## config.mk

```make
export PLATFORM = sky130hd
export DESIGN_NAME = vfc_ctrl
export DESIGN_NICKNAME = d
export VERILOG_FILES = /design/src/sv/vfc_pkg.sv /design/src/sv/vfc_ctrl.sv
export SDC_FILE = /design/constraint.sdc
export NUM_CORES = 1
export LEC_CHECK = 0
export BUFFER_PORTS_ARGS = -buffer_cell sky130_fd_sc_hd__buf_4
export CORE_AREA = 3 3 40 42
export CTS_CLUSTER_SIZE = 20
export DETAILED_ROUTE_END_ITERATION = 16
export DIE_AREA = 0 0 43 45
export GPL_ROUTABILITY_DRIVEN = 0
export PLACE_DENSITY = 0.51
export RECOVER_POWER = 100
export SYNTH_ARGS = -nofsm -noshare
export SYNTH_HDL_FRONTEND = slang
export SYNTH_SLANG_ARGS = --single-unit
```

## constraint.sdc

```tcl
create_clock -name clk -period 1.5 [get_ports clk]
set_clock_uncertainty 0.2 [all_clocks]
set_input_delay 0.225 -clock clk [delete_from_list [all_inputs] [get_ports clk]]
set_output_delay 0.225 -clock clk [all_outputs]
set_load 0.03 [all_outputs]
```

## src/sv/vfc_pkg.sv

```systemverilog
package vfc_pkg;

	localparam int MAX_DIM  = 16;
	localparam int COORD_W  = $clog2(MAX_DIM);
	localparam int SIZE_W   = 5;
	localparam int ADDR_W   = 3 * COORD_W;
	localparam int KIND_W   = 8;
	localparam int CELL_W   = KIND_W + 1;
	localparam int VTX_W    = 17;
	localparam int DIR_W    = 3;
	localparam int NUM_DIRS = 6;
	localparam int SEL_W    = 3;
	localparam int CFG_IDX_W = 2;

	localparam logic [VTX_W-1:0] VTX_STEP = VTX_W'(4);

	// configuration register indexes
	localparam logic [CFG_IDX_W-1:0] REG_SIZE_X = 2'd0;
	localparam logic [CFG_IDX_W-1:0] REG_SIZE_Y = 2'd1;
	localparam logic [CFG_IDX_W-1:0] REG_SIZE_Z = 2'd2;

	// request opcodes
	localparam logic OP_WRITE = 1'b0;
	localparam logic OP_STEP  = 1'b1;

	// read sequence: center cell first, then one read per side
	localparam logic [SEL_W-1:0] RD_CENTER = 3'd0;
	localparam logic [SEL_W-1:0] RD_LAST   = 3'd6;
	localparam logic [SEL_W-1:0] RD_END    = 3'd7;

	typedef struct packed {
		logic               op;
		logic [COORD_W-1:0] cell_x;
		logic [COORD_W-1:0] cell_y;
		logic [COORD_W-1:0] cell_z;
		logic               is_transparent;
		logic [KIND_W-1:0]  block_kind;
	} in_t;

	typedef struct packed {
		logic [COORD_W-1:0] face_x;
		logic [COORD_W-1:0] face_y;
		logic [COORD_W-1:0] face_z;
		logic [DIR_W-1:0]   face_dir;
		logic [VTX_W-1:0]   first_vertex;
		logic [KIND_W-1:0]  face_kind;
		logic               face_valid;
		logic               last_of_cell;
		logic               mesh_done;
	} out_t;

	typedef struct packed {
		logic             wr_en;
		logic             rd_en;
		logic [SEL_W-1:0] rd_sel;
		logic             cap_en;
		logic [SEL_W-1:0] cap_sel;
		logic             emit;
	} cmd_t;

	typedef struct packed {
		logic out_free;
		logic last_rec;
	} stat_t;

endpackage

```

## src/sv/vfc_ctrl.sv

```systemverilog
module vfc_ctrl (
	input  logic           clk,
	input  logic           arst_n,
	input  logic           in_valid,
	input  logic           in_op,
	output logic           in_ready,
	output vfc_pkg::cmd_t  cmd,
	input  vfc_pkg::stat_t stat
);

	localparam logic [1:0] ST_IDLE = 2'd0;
	localparam logic [1:0] ST_READ = 2'd1;
	localparam logic [1:0] ST_EMIT = 2'd2;

	logic [1:0]                state_q;
	logic [vfc_pkg::SEL_W-1:0] cnt_q;
	logic                      accept;

	assign in_ready = (state_q == ST_IDLE);
	assign accept   = in_valid && in_ready;

	always_comb begin
		cmd         = '0;
		cmd.wr_en   = accept && (in_op == vfc_pkg::OP_WRITE);
		cmd.rd_sel  = cnt_q;
		cmd.cap_sel = cnt_q - vfc_pkg::SEL_W'(1);
		if (state_q == ST_READ) begin
			cmd.rd_en  = (cnt_q <= vfc_pkg::RD_LAST);
			cmd.cap_en = (cnt_q != vfc_pkg::RD_CENTER);
		end
		cmd.emit = (state_q == ST_EMIT) && stat.out_free;
	end

	always_ff @(posedge clk or negedge arst_n) begin
		if (!arst_n) begin
			state_q <= ST_IDLE;
			cnt_q   <= vfc_pkg::RD_CENTER;
		end else begin
			unique case (state_q)
				ST_IDLE: begin
					cnt_q <= vfc_pkg::RD_CENTER;
					if (accept && in_op == vfc_pkg::OP_STEP)
						state_q <= ST_READ;
				end
				ST_READ: begin
					cnt_q <= cnt_q + vfc_pkg::SEL_W'(1);
					if (cnt_q == vfc_pkg::RD_END)
						state_q <= ST_EMIT;
				end
				ST_EMIT: begin
					if (cmd.emit && stat.last_rec)
						state_q <= ST_IDLE;
				end
				default: begin
					state_q <= ST_IDLE;
				end
			endcase
		end
	end

endmodule

```

==> results of run 1 <==
flip-flops by register name, indices dropped and copies added (netlist names):
| name | flops |
|---|---|
| cnt_q | 3 |
| state_q | 2 |
worst max-delay path: cells and delay by family, from the launching register on:
family	cells	cell delay, ns
DFF	1	0.44
AOI/OAI and AO/OA	1	0.24
adders and majority gates	1	0.16
buffers and inverters	1	0.14
kinds of logic (layout without fill, tap and decap cells):
group                    Yosys count  count (layout)
AND/OR/NAND/NOR                    9               9
AO/OA/AOI/OAI                      7               7
adder cells (fa/ha/maj)            5               5
flip-flops                         5               5
buffers and inverters              5              34
XOR/XNOR                           1               1
cell usage in the layout (no fill, tap or decap), drive strengths merged:
| cell | instances |
|---|---|
| buf | 23 |
| and2 | 1 |
| nor2 | 1 |
| a21oi | 1 |
| inv | 5 |
| nand2 | 3 |
| a22o | 2 |
| nor2b | 2 |
| clkbuf | 5 |
| xor2 | 1 |
| o31a | 1 |
| nor4b | 1 |
| dlygate4sd3 | 1 |
| ha | 5 |
| nand2b | 1 |
| o21ai | 2 |
| a32o | 1 |
| dfrtp | 5 |
layer usage:
layer,vias to the layer above,global-route usage,part of all wire
met3,0,0.03586,0.083
met4,0,0.05422,0
met5,-,0,0
met1,162,0.1051,0.34
li1,167,-,-
met2,12,0.1916,0.57
how the worst max path moves through the flow:
stage               cells past startpoint  slack, ns            startpoint      to
floorplan                               3      -0.03  cnt_q[0]$_DFFE_PN0P_  cmd[3]
global placement                        4       0.03  cnt_q[1]$_DFFE_PN0P_  cmd[3]
detailed placement                      4    -0.0009  cnt_q[1]$_DFFE_PN0P_  cmd[3]
CTS                                     3      -0.14  cnt_q[1]$_DFFE_PN0P_  cmd[8]
global route                            3      -0.18  cnt_q[1]$_DFFE_PN0P_  cmd[8]
finish                                  3      -0.15  cnt_q[1]$_DFFE_PN0P_  cmd[8]
timing repair:
| action | in CTS | in global routing |
|---|---|---|
| hold buffers | 1 | 0 |
| pin swaps | 3 | 2 |
| resized for setup | 15 | 5 |
| buffers inserted | 5 | 2 |
| endpoints found under the hold margin | 5 | 0 |
| endpoints found under the setup margin | 7 | 9 |
power groups by stage:
stage | logic, mW | registers, mW | clock network (mW)
floorplan | 0.582 | 0.354 | 0
global placement | 0.986 | 0.289 | 0
detailed placement | 0.989 | 0.293 | 0
CTS | 1.20 | 0.284 | 0.162
global route | 1.30 | 0.299 | 0.171
finish | 1.22 | 0.289 | 0.158
cell type report:
cell class                      instances  area [um2]  area share
Multi-Input combinational cell         22       279.0      0.4018
Timing Repair Buffer                   25       212.7      0.3063
Sequential cell                         5       131.4      0.1892
Clock buffer                            4       26.28     0.03784
Inverter                                5       26.28     0.03784
Tap cell                               15       18.77     0.02703
==> impl_metrics.py, run 1 <==
metrics = {
    "synthesis": {
        "ys_warn_count": 0,
        "yosysTopAreaCell": "dfrtp_1",
        "synthArstFlopShare": 1.000,
        "ys_ff_latch": 5,
        "ys_types": 16,
        "synth_top_family_by_area": "adder cells",
        "synth_flop_cell": "dfrtp_1",
        "synth_top_area_frac": 0.3937,
        "syn_area_per_cell_um2": 9.931,
        "synth-compound-area-share": 0.1614,
        "synth-edff-count": 0,
        "syn_nets": 43,
        "synthXorXnorAreaFrac": 0.02756,
        "yosys-top-cells-count": "5 x dfrtp_1, 5 x ha_1, 5 x inv_1",
        "yosys.area_share.simple": 0.1614,
        "synth_area_leaders": "dfrtp_1 39%, ha_1 20%, inv_1 5.9%, a22o_1 5.5%, nand2_1 3.5%",
        "netlist_instances": 32,
        "yosysSeqAreaShare": 0.3937,
        "synth_mux_area_frac": 0,
        "syn_area_um2": 317.8,
        "synthAdderAreaFrac": 0.1969,
    },
    "clocking": {
        "cts_max_level": 1,
        "clk_latency_ns": 0.24,
        "cts_tree": "built",
        "clock_path_buffers": 2,
        "clock_sinks": 5,
        "clkTransAtPathRegs_ns": 0.05,
        "numCtsBuffers": 3,
        "cts_root_buf": "clkbuf_4",
    },
    "outcome": {
        "status": "complete, but fails checks",
        "violations": "setup timing",
    },
    "route": {
        "viasPerCell": 4.487,
        "vias": 341,
        "finalWirelength_um": 884,
        "antenna_left": 0,
        "wire_per_inst_um": 11.63,
        "drc_errors": 0,
        "dr.pass1.iters": 2,
        "first_iter_violations": 2,
    },
    "power": {
        "switching_share": 0.4830,
        "ir_drop_v": 0.0008632,
        "seqPwrFrac": 0.173,
        "intPower_uw": 861.8,
        "p_sw_uw": 805.1,
        "power_density_nw_per_um2": 2401,
        "p_leak_nw": 0.3063,
        "power_mw": 1.667,
        "power_frac_comb": 0.732,
        "pwr-share-clk": 0.095,
    },
    "min_path": {
        "min_path_type": "input pin to flip-flop",
        "hold_depth": 2,
        "hold_start": "in_valid",
        "min_to": "state_q[0]$_DFFE_PN0P_",
    },
    "setup_path": {
        "path_max_fanout": 3,
        "cpPeakStageDelay_ns": 0.44,
        "startpoint_type": "flip-flop",
        "r2r-end": "cnt_q[2]$_DFFE_PN0P_",
        "required_ns": 1.07,
        "r2r_setup_slack_ns": 0.04,
        "critPathKind": "flip-flop to output pin",
        "end_kind": "output pin",
        "r2r-start": "cnt_q[0]$_DFFE_PN0P_",
        "crit_chain": "ha_4 -> o31a_1 -> buf_6",
        "crit_arrival_ns": 1.22,
        "worst_path_max_delay_cell": "dfrtp_2",
        "reg2regPathDepth": 4,
    },
    "place": {
        "placed_area_um2": 540.5,
        "hpwl_um": 664,
        "port_buffers": 16,
        "pre_cts_ws_ns": -0.0008743,
        "place_inst": 65,
    },
    "floorplan": {
        "core.rowCount": 13,
        "die-area_um2": 1935,
        "die_w_um": 43,
        "coreArea_um2": 1285,
        "die_h_um": 45,
        "io_pins": 17,
        "start_util": 0.2473,
    },
    "grt": {
        "grtUsageTotal": 0.1046,
        "grt_pass1_wl_mm": 1.524,
        "grt_pass1_vias": 387,
        "antenna_found_initial": 0,
        "overflow": 0,
        "grt_max_degree": 7,
    },
    "finish": {
        "syn2layout_area_growth_pct": 118.5,
        "drive_above_1_share": 0.7541,
        "finalNetCount": 73,
        "stdcell_count": 76,
        "fin_util": 0.5404,
        "nFillCells": 121,
        "final_area_um2": 694.4,
        "antenna_cells": 0,
    },
    "timing": {
        "fmax_mhz": 606.7,
        "finalMaxSlewViolations": 0,
        "setup_viol": 6,
        "rsz0062_at_grt": "true",
        "slew_headroom": 0.8162,
        "fin_ws_ns": -0.1483,
        "setup_tns_ns": -0.6092,
        "finalCriticalPeriod_ns": 1.648,
        "worstMarginPinSlew_ns": 0.2757,
        "finalCritPeriodShare": 1.099,
        "whs_ns": 0.04705,
        "hold_violations": 0,
    },
    "job": {
        "drv_cap": 0,
    },
}
Note: power is estimated with default switching activity, not from simulation.
==> inputs of run 2 (changes only) <==
==> constraint.sdc (replaced) <==
create_clock -name clk -period 1.65 [get_ports clk]
set_clock_uncertainty 0.2 [all_clocks]
set_input_delay 0.2475 -clock clk [delete_from_list [all_inputs] [get_ports clk]]
set_output_delay 0.2475 -clock clk [all_outputs]
set_load 0.03 [all_outputs]
==> impl_metrics.py, run 2 (synthesized netlist as in run 1, its figures left out) <==
metrics = {
    "finish": {
        "top_register": "cnt_q",
        "nFillCells": 129,
        "drive_above_1_share": 0.6316,
        "syn2layout_area_growth_pct": 83.86,
        "largest_reg_flops": 3,
        "mostFrequentLayoutCells": "15 x buf_4, 4 x dfrtp_2, 4 x buf_6",
        "multi_input_area_um2": 219.0,
        "top_regs": "cnt_q x3, state_q x2",
        "antenna_cells": 0,
        "seqCellArea_um2": 130.1,
        "stdcell_count": 72,
        "fin_util": 0.4547,
        "finalNetCount": 69,
        "final_common_cell": "buf_4",
    },
    "setup_path": {
        "end_kind": "output pin",
        "reg2regPathDepth": 4,
        "startpoint_type": "flip-flop",
        "cpPeakStageDelay_ns": 0.41,
        "crit_arrival_ns": 1.23,
        "required_ns": 1.20,
        "path_max_fanout": 4,
        "crit_chain": "ha_2 -> o31a_1 -> buf_6",
        "worst_path_max_delay_cell": "dfrtp_1",
        "critPathKind": "flip-flop to output pin",
    },
    "outcome": {
        "status": "complete, but fails checks",
        "violations": "setup timing",
    },
    "clocking": {
        "numCtsBuffers": 3,
        "cts_root_buf": "clkbuf_4",
        "cts_tree": "built",
        "cts_max_level": 1,
        "clk_latency_ns": 0.24,
        "clock_path_buffers": 2,
        "clock_sinks": 5,
        "clkTransAtPathRegs_ns": 0.05,
    },
    "power": {
        "pwr-share-clk": 0.108,
        "power_density_nw_per_um2": 2280,
        "switching_share": 0.4833,
        "intPower_uw": 688.2,
        "p_sw_uw": 643.8,
        "seqPwrFrac": 0.180,
        "ir_drop_v": 0.0006985,
        "p_leak_nw": 0.2810,
        "power_frac_comb": 0.712,
    },
    "grt": {
        "grtUsageTotal": 0.09532,
        "antenna_found_initial": 0,
        "grt_pass1_wl_mm": 1.324,
        "overflow": 0,
        "grt_max_degree": 8,
        "grt_pass1_vias": 297,
    },
    "timing": {
        "hold_violations": 0,
        "whs_ns": 0.06397,
        "finalCritPeriodShare": 1.014,
        "finalMaxSlewViolations": 0,
        "worstMarginPinSlew_ns": 0.3036,
        "finalCriticalPeriod_ns": 1.673,
        "fmax_mhz": 597.7,
        "rsz0062_at_grt": "true",
        "slew_headroom": 0.7976,
        "setup_viol": 1,
        "fin_ws_ns": -0.02305,
    },
    "min_path": {
        "hold_depth": 2,
        "min_path_type": "input pin to flip-flop",
    },
    "floorplan": {
        "start_util": 0.2473,
        "io_pins": 17,
        "die-area_um2": 1935,
        "die_w_um": 43,
        "coreArea_um2": 1285,
        "core.rowCount": 13,
        "die_h_um": 45,
    },
    "place": {
        "place_inst": 63,
        "port_buffers": 16,
        "hpwl_um": 571.9,
    },
    "route": {
        "viasPerCell": 4.319,
        "vias": 311,
        "dr.pass1.iters": 3,
        "finalWirelength_um": 743,
        "drc_errors": 0,
        "antenna_left": 0,
        "wire_per_inst_um": 10.32,
        "first_iter_violations": 5,
    },
    "job": {
        "drv_cap": 0,
    },
}
run 2: cell types whose count changed in the layout (fill, tap and decap cells not counted), sizes merged:
| cell | previous run | this run |
|---|---|---|
| buf | 23 | 19 |
run 2: repair_timing:
action                                  in CTS  in global routing
pin swaps                                    0                  2
hold endpoints to repair                     5                  0
buffers inserted                             4                  0
hold buffers                                 1                  0
endpoints found under the setup margin       5                  6
resized for setup                            8                  7
run 2: routing by layer:
| metal | wire length, um | part of all wire | track usage | up-vias |
|---|---|---|---|---|
| met2 | 368 | 0.50 | 0.1437 | 12 |
| li1 | - | - | - | 159 |
| met5 | 0 | 0 | 0 | - |
| met4 | 0 | 0 | 0.07229 | 0 |
| met3 | 57 | 0.077 | 0.02390 | 0 |
| met1 | 316 | 0.43 | 0.1171 | 140 |
run 2: worst max-delay path: cells and delay by family, from the launching register on:
kind	cells	cell delay, ns
adder cells (fa/ha/maj)	1	0.18
flip-flops	1	0.41
AO/OA/AOI/OAI	1	0.25
buffers and inverters	1	0.14
run 2: layout make-up:
type                            instances  share of cell area
Tap cell                               15             0.03212
Timing Repair Buffer                   21              0.2934
Multi-Input combinational cell         22              0.3747
Clock buffer                            4             0.04497
Sequential cell                         5              0.2227
Inverter                                5             0.03212
run 2: power by group through the flow:
stage | logic [mW] | registers (mW) | clock network, mW
final | 0.949 | 0.240 | 0.143
after detailed placement | 0.782 | 0.242 | 0
after global routing | 1.02 | 0.250 | 0.159
after CTS | 0.897 | 0.231 | 0.151
after global placement | 0.787 | 0.240 | 0
after floorplan | 0.456 | 0.293 | 0
run 2: path summary, 6_finish.rpt:
check,startpoint,slack [ns],end
max,cnt_q[1]$_DFFE_PN0P_,-0.02,cmd[8]
min,in_valid,0.06,state_q[0]$_DFFE_PN0P_
max reg2reg,cnt_q[0]$_DFFE_PN0P_,0.15,cnt_q[2]$_DFFE_PN0P_
min reg2reg,cnt_q[2]$_DFFE_PN0P_,0.38,cnt_q[2]$_DFFE_PN0P_
max in group asynchronous,arst_n,0.76,cnt_q[0]$_DFFE_PN0P_
min in group asynchronous,arst_n,0.23,cnt_q[2]$_DFFE_PN0P_
run 2: stage by stage:
step / cell area, um2 / TNS [ns] / worst slack, ns / total power [mW]
2_1_floorplan: 336.6 / -0.04005 / -0.04005 / 0.7491
3_3_place_gp: 475.5 / 0 / 0.1621 / 1.027
6_report: 584.3 / -0.02305 / -0.02305 / 1.332
3_5_place_dp: 475.5 / 0 / 0.1493 / 1.025
4_1_cts: 561.8 / -0.03248 / -0.02190 / 1.280
5_1_grt: 584.3 / -0.2688 / -0.07484 / 1.424
==> inputs of run 3 (changes only) <==
--- a/config.mk
+++ b/config.mk
@@ -13,6 +13,7 @@
 export GPL_ROUTABILITY_DRIVEN = 0
 export PLACE_DENSITY = 0.51
 export RECOVER_POWER = 100
+export SKIP_LAST_GASP = 1
 export SYNTH_ARGS = -nofsm -noshare
 export SYNTH_HDL_FRONTEND = slang
 export SYNTH_SLANG_ARGS = --single-unit
==> constraint.sdc (replaced) <==
create_clock -name clk -period 1.57 [get_ports clk]
set_clock_uncertainty 0.2 [all_clocks]
set_input_delay 0.2355 -clock clk [delete_from_list [all_inputs] [get_ports clk]]
set_output_delay 0.2355 -clock clk [all_outputs]
set_load 0.02 [all_outputs]
==> impl_metrics.py, run 3 (synthesized netlist as in run 1, its figures left out) <==
metrics = {
    "floorplan": {
        "die-area_um2": 1935,
        "start_util": 0.2473,
        "coreArea_um2": 1285,
        "core.rowCount": 13,
        "die_w_um": 43,
        "io_pins": 17,
        "die_h_um": 45,
    },
    "timing": {
        "fmax_mhz": 608.8,
        "setup_viol": 7,
        "fin_ws_ns": -0.07268,
        "finalCritPeriodShare": 1.046,
        "rsz0062_at_grt": "true",
        "finalCriticalPeriod_ns": 1.643,
        "setup_tns_ns": -0.2758,
        "finalMaxSlewViolations": 0,
        "slew_headroom": 0.8131,
        "worstMarginPinSlew_ns": 0.2803,
        "hold_violations": 0,
    },
    "job": {
        "drv_cap": 0,
    },
    "grt": {
        "grt_util_met1": 0.09512,
        "top_usage_layer": "met2",
        "grtUsageMet2": 0.1497,
        "grtUsageTotal": 0.08946,
        "grt_pass1_vias": 332,
        "antenna_found_initial": 0,
        "overflow": 0,
        "grt_pass1_wl_mm": 1.255,
        "grt_max_degree": 7,
        "grt.met3_usage": 0.02390,
    },
    "route": {
        "first_iter_violations": 0,
        "drc_errors": 0,
        "finalWirelength_um": 766,
        "antenna_left": 0,
        "vias": 320,
        "wire_per_inst_um": 10.49,
        "viasPerCell": 4.384,
        "dr.pass1.iters": 1,
    },
    "setup_path": {
        "end_kind": "output pin",
        "startpoint_type": "flip-flop",
        "critPathKind": "flip-flop to output pin",
        "required_ns": 1.13,
        "path_max_fanout": 4,
        "crit_arrival_ns": 1.21,
    },
    "clocking": {
        "clock_sinks": 5,
        "clock_path_buffers": 2,
        "clk_latency_ns": 0.24,
        "cts_tree": "built",
        "numCtsBuffers": 3,
        "cts_max_level": 1,
        "clkTransAtPathRegs_ns": 0.04,
        "cts_root_buf": "clkbuf_4",
    },
    "finish": {
        "finalNetCount": 70,
        "drive_above_1_share": 0.6207,
        "top_regs": "cnt_q x3, state_q x2",
        "top_register": "cnt_q",
        "syn2layout_area_growth_pct": 80.71,
        "final_common_cell": "buf_4",
        "largest_reg_flops": 3,
        "antenna_cells": 0,
    },
    "place": {
        "port_buffers": 16,
        "hpwl_um": 583,
        "pre_cts_ws_ns": 0.06937,
    },
    "power": {
        "p_leak_nw": 0.2820,
        "ir_drop_v": 0.0007118,
        "power_mw": 1.254,
        "power_density_nw_per_um2": 2183,
    },
    "min_path": {
        "min_path_type": "input pin to flip-flop",
    },
    "outcome": {
        "violations": "setup timing",
        "status": "complete, but fails checks",
    },
}
run 3: cell types whose count changed in the layout (fill, tap and decap cells not counted):
cell      delta
buf_6        -1
ha_2         +1
dfrtp_1      +1
nor2b_1      +1
ha_1         -1
dfrtp_2      -1
clkbuf_2     +3
buf_4        -1
nor2b_4      -1
run 3: what timing repair did:
item                                    in CTS  in global routing
hold endpoints to repair                     5                  0
pin swaps                                    4                  0
buffers inserted                             4                  1
endpoints found under the setup margin       6                  6
hold buffers                                 1                  0
resized for setup                           12                  0
run 3: report_power, final:
group          total [mW]  leakage (nW)  switching (mW)  internal [mW]
logic               0.865         0.209           0.445          0.420
clock network       0.143        0.0150          0.0472         0.0957
registers           0.245        0.0582          0.0614          0.184
run 3: cell type report:
class	count	area, um2
flip-flops and latches	5	128.9
well taps	15	18.77
fillers	141	710.7
repair buffers	22	167.7
multi-input cells	22	214.0
clock buffers	4	26.28
inverters	5	18.77
run 3: worst paths after layout:
kind / cells after the start / slack [ns] / start / end
worst max-delay path: 3 / -0.07 / cnt_q[1]$_DFFE_PN0P_ / cmd[8]
worst min-delay path: 2 / 0.06 / in_valid / state_q[0]$_DFFE_PN0P_
worst max register to register: 5 / -0.06 / cnt_q[0]$_DFFE_PN0P_ / cnt_q[2]$_DFFE_PN0P_
worst min register to register: 1 / 0.40 / cnt_q[2]$_DFFE_PN0P_ / cnt_q[2]$_DFFE_PN0P_
max in group asynchronous: 2 / 0.74 / arst_n / state_q[1]$_DFFE_PN0P_
min in group asynchronous: 2 / 0.18 / arst_n / state_q[0]$_DFFE_PN0P_
run 3: metal layers:
| layer | share of wire | wire length [um] |
|---|---|---|
| met1 | 0.45 | 343 |
| met2 | 0.48 | 366 |
| met3 | 0.068 | 52 |
| met4 | 0.0052 | 4 |
| met5 | 0 | 0 |
run 3: worst max-delay path, stage by stage, from the launching register on:
cell     delay, ns
dfrtp_1       0.41
ha_2          0.18
o31a_1        0.24
buf_6         0.13
run 3: per-stage QoR:
step,instances,cell area (um2),hold WS [ns],utilization
final,73,574.3,0.05528,0.4469
after global routing,73,574.3,0.05604,0.4469
after CTS,72,578.1,0.05142,0.4499
after detailed placement,63,475.5,-0.1576,0.3700
after global placement,63,475.5,-0.1579,0.3700
after floorplan,32,336.6,-0.2601,-
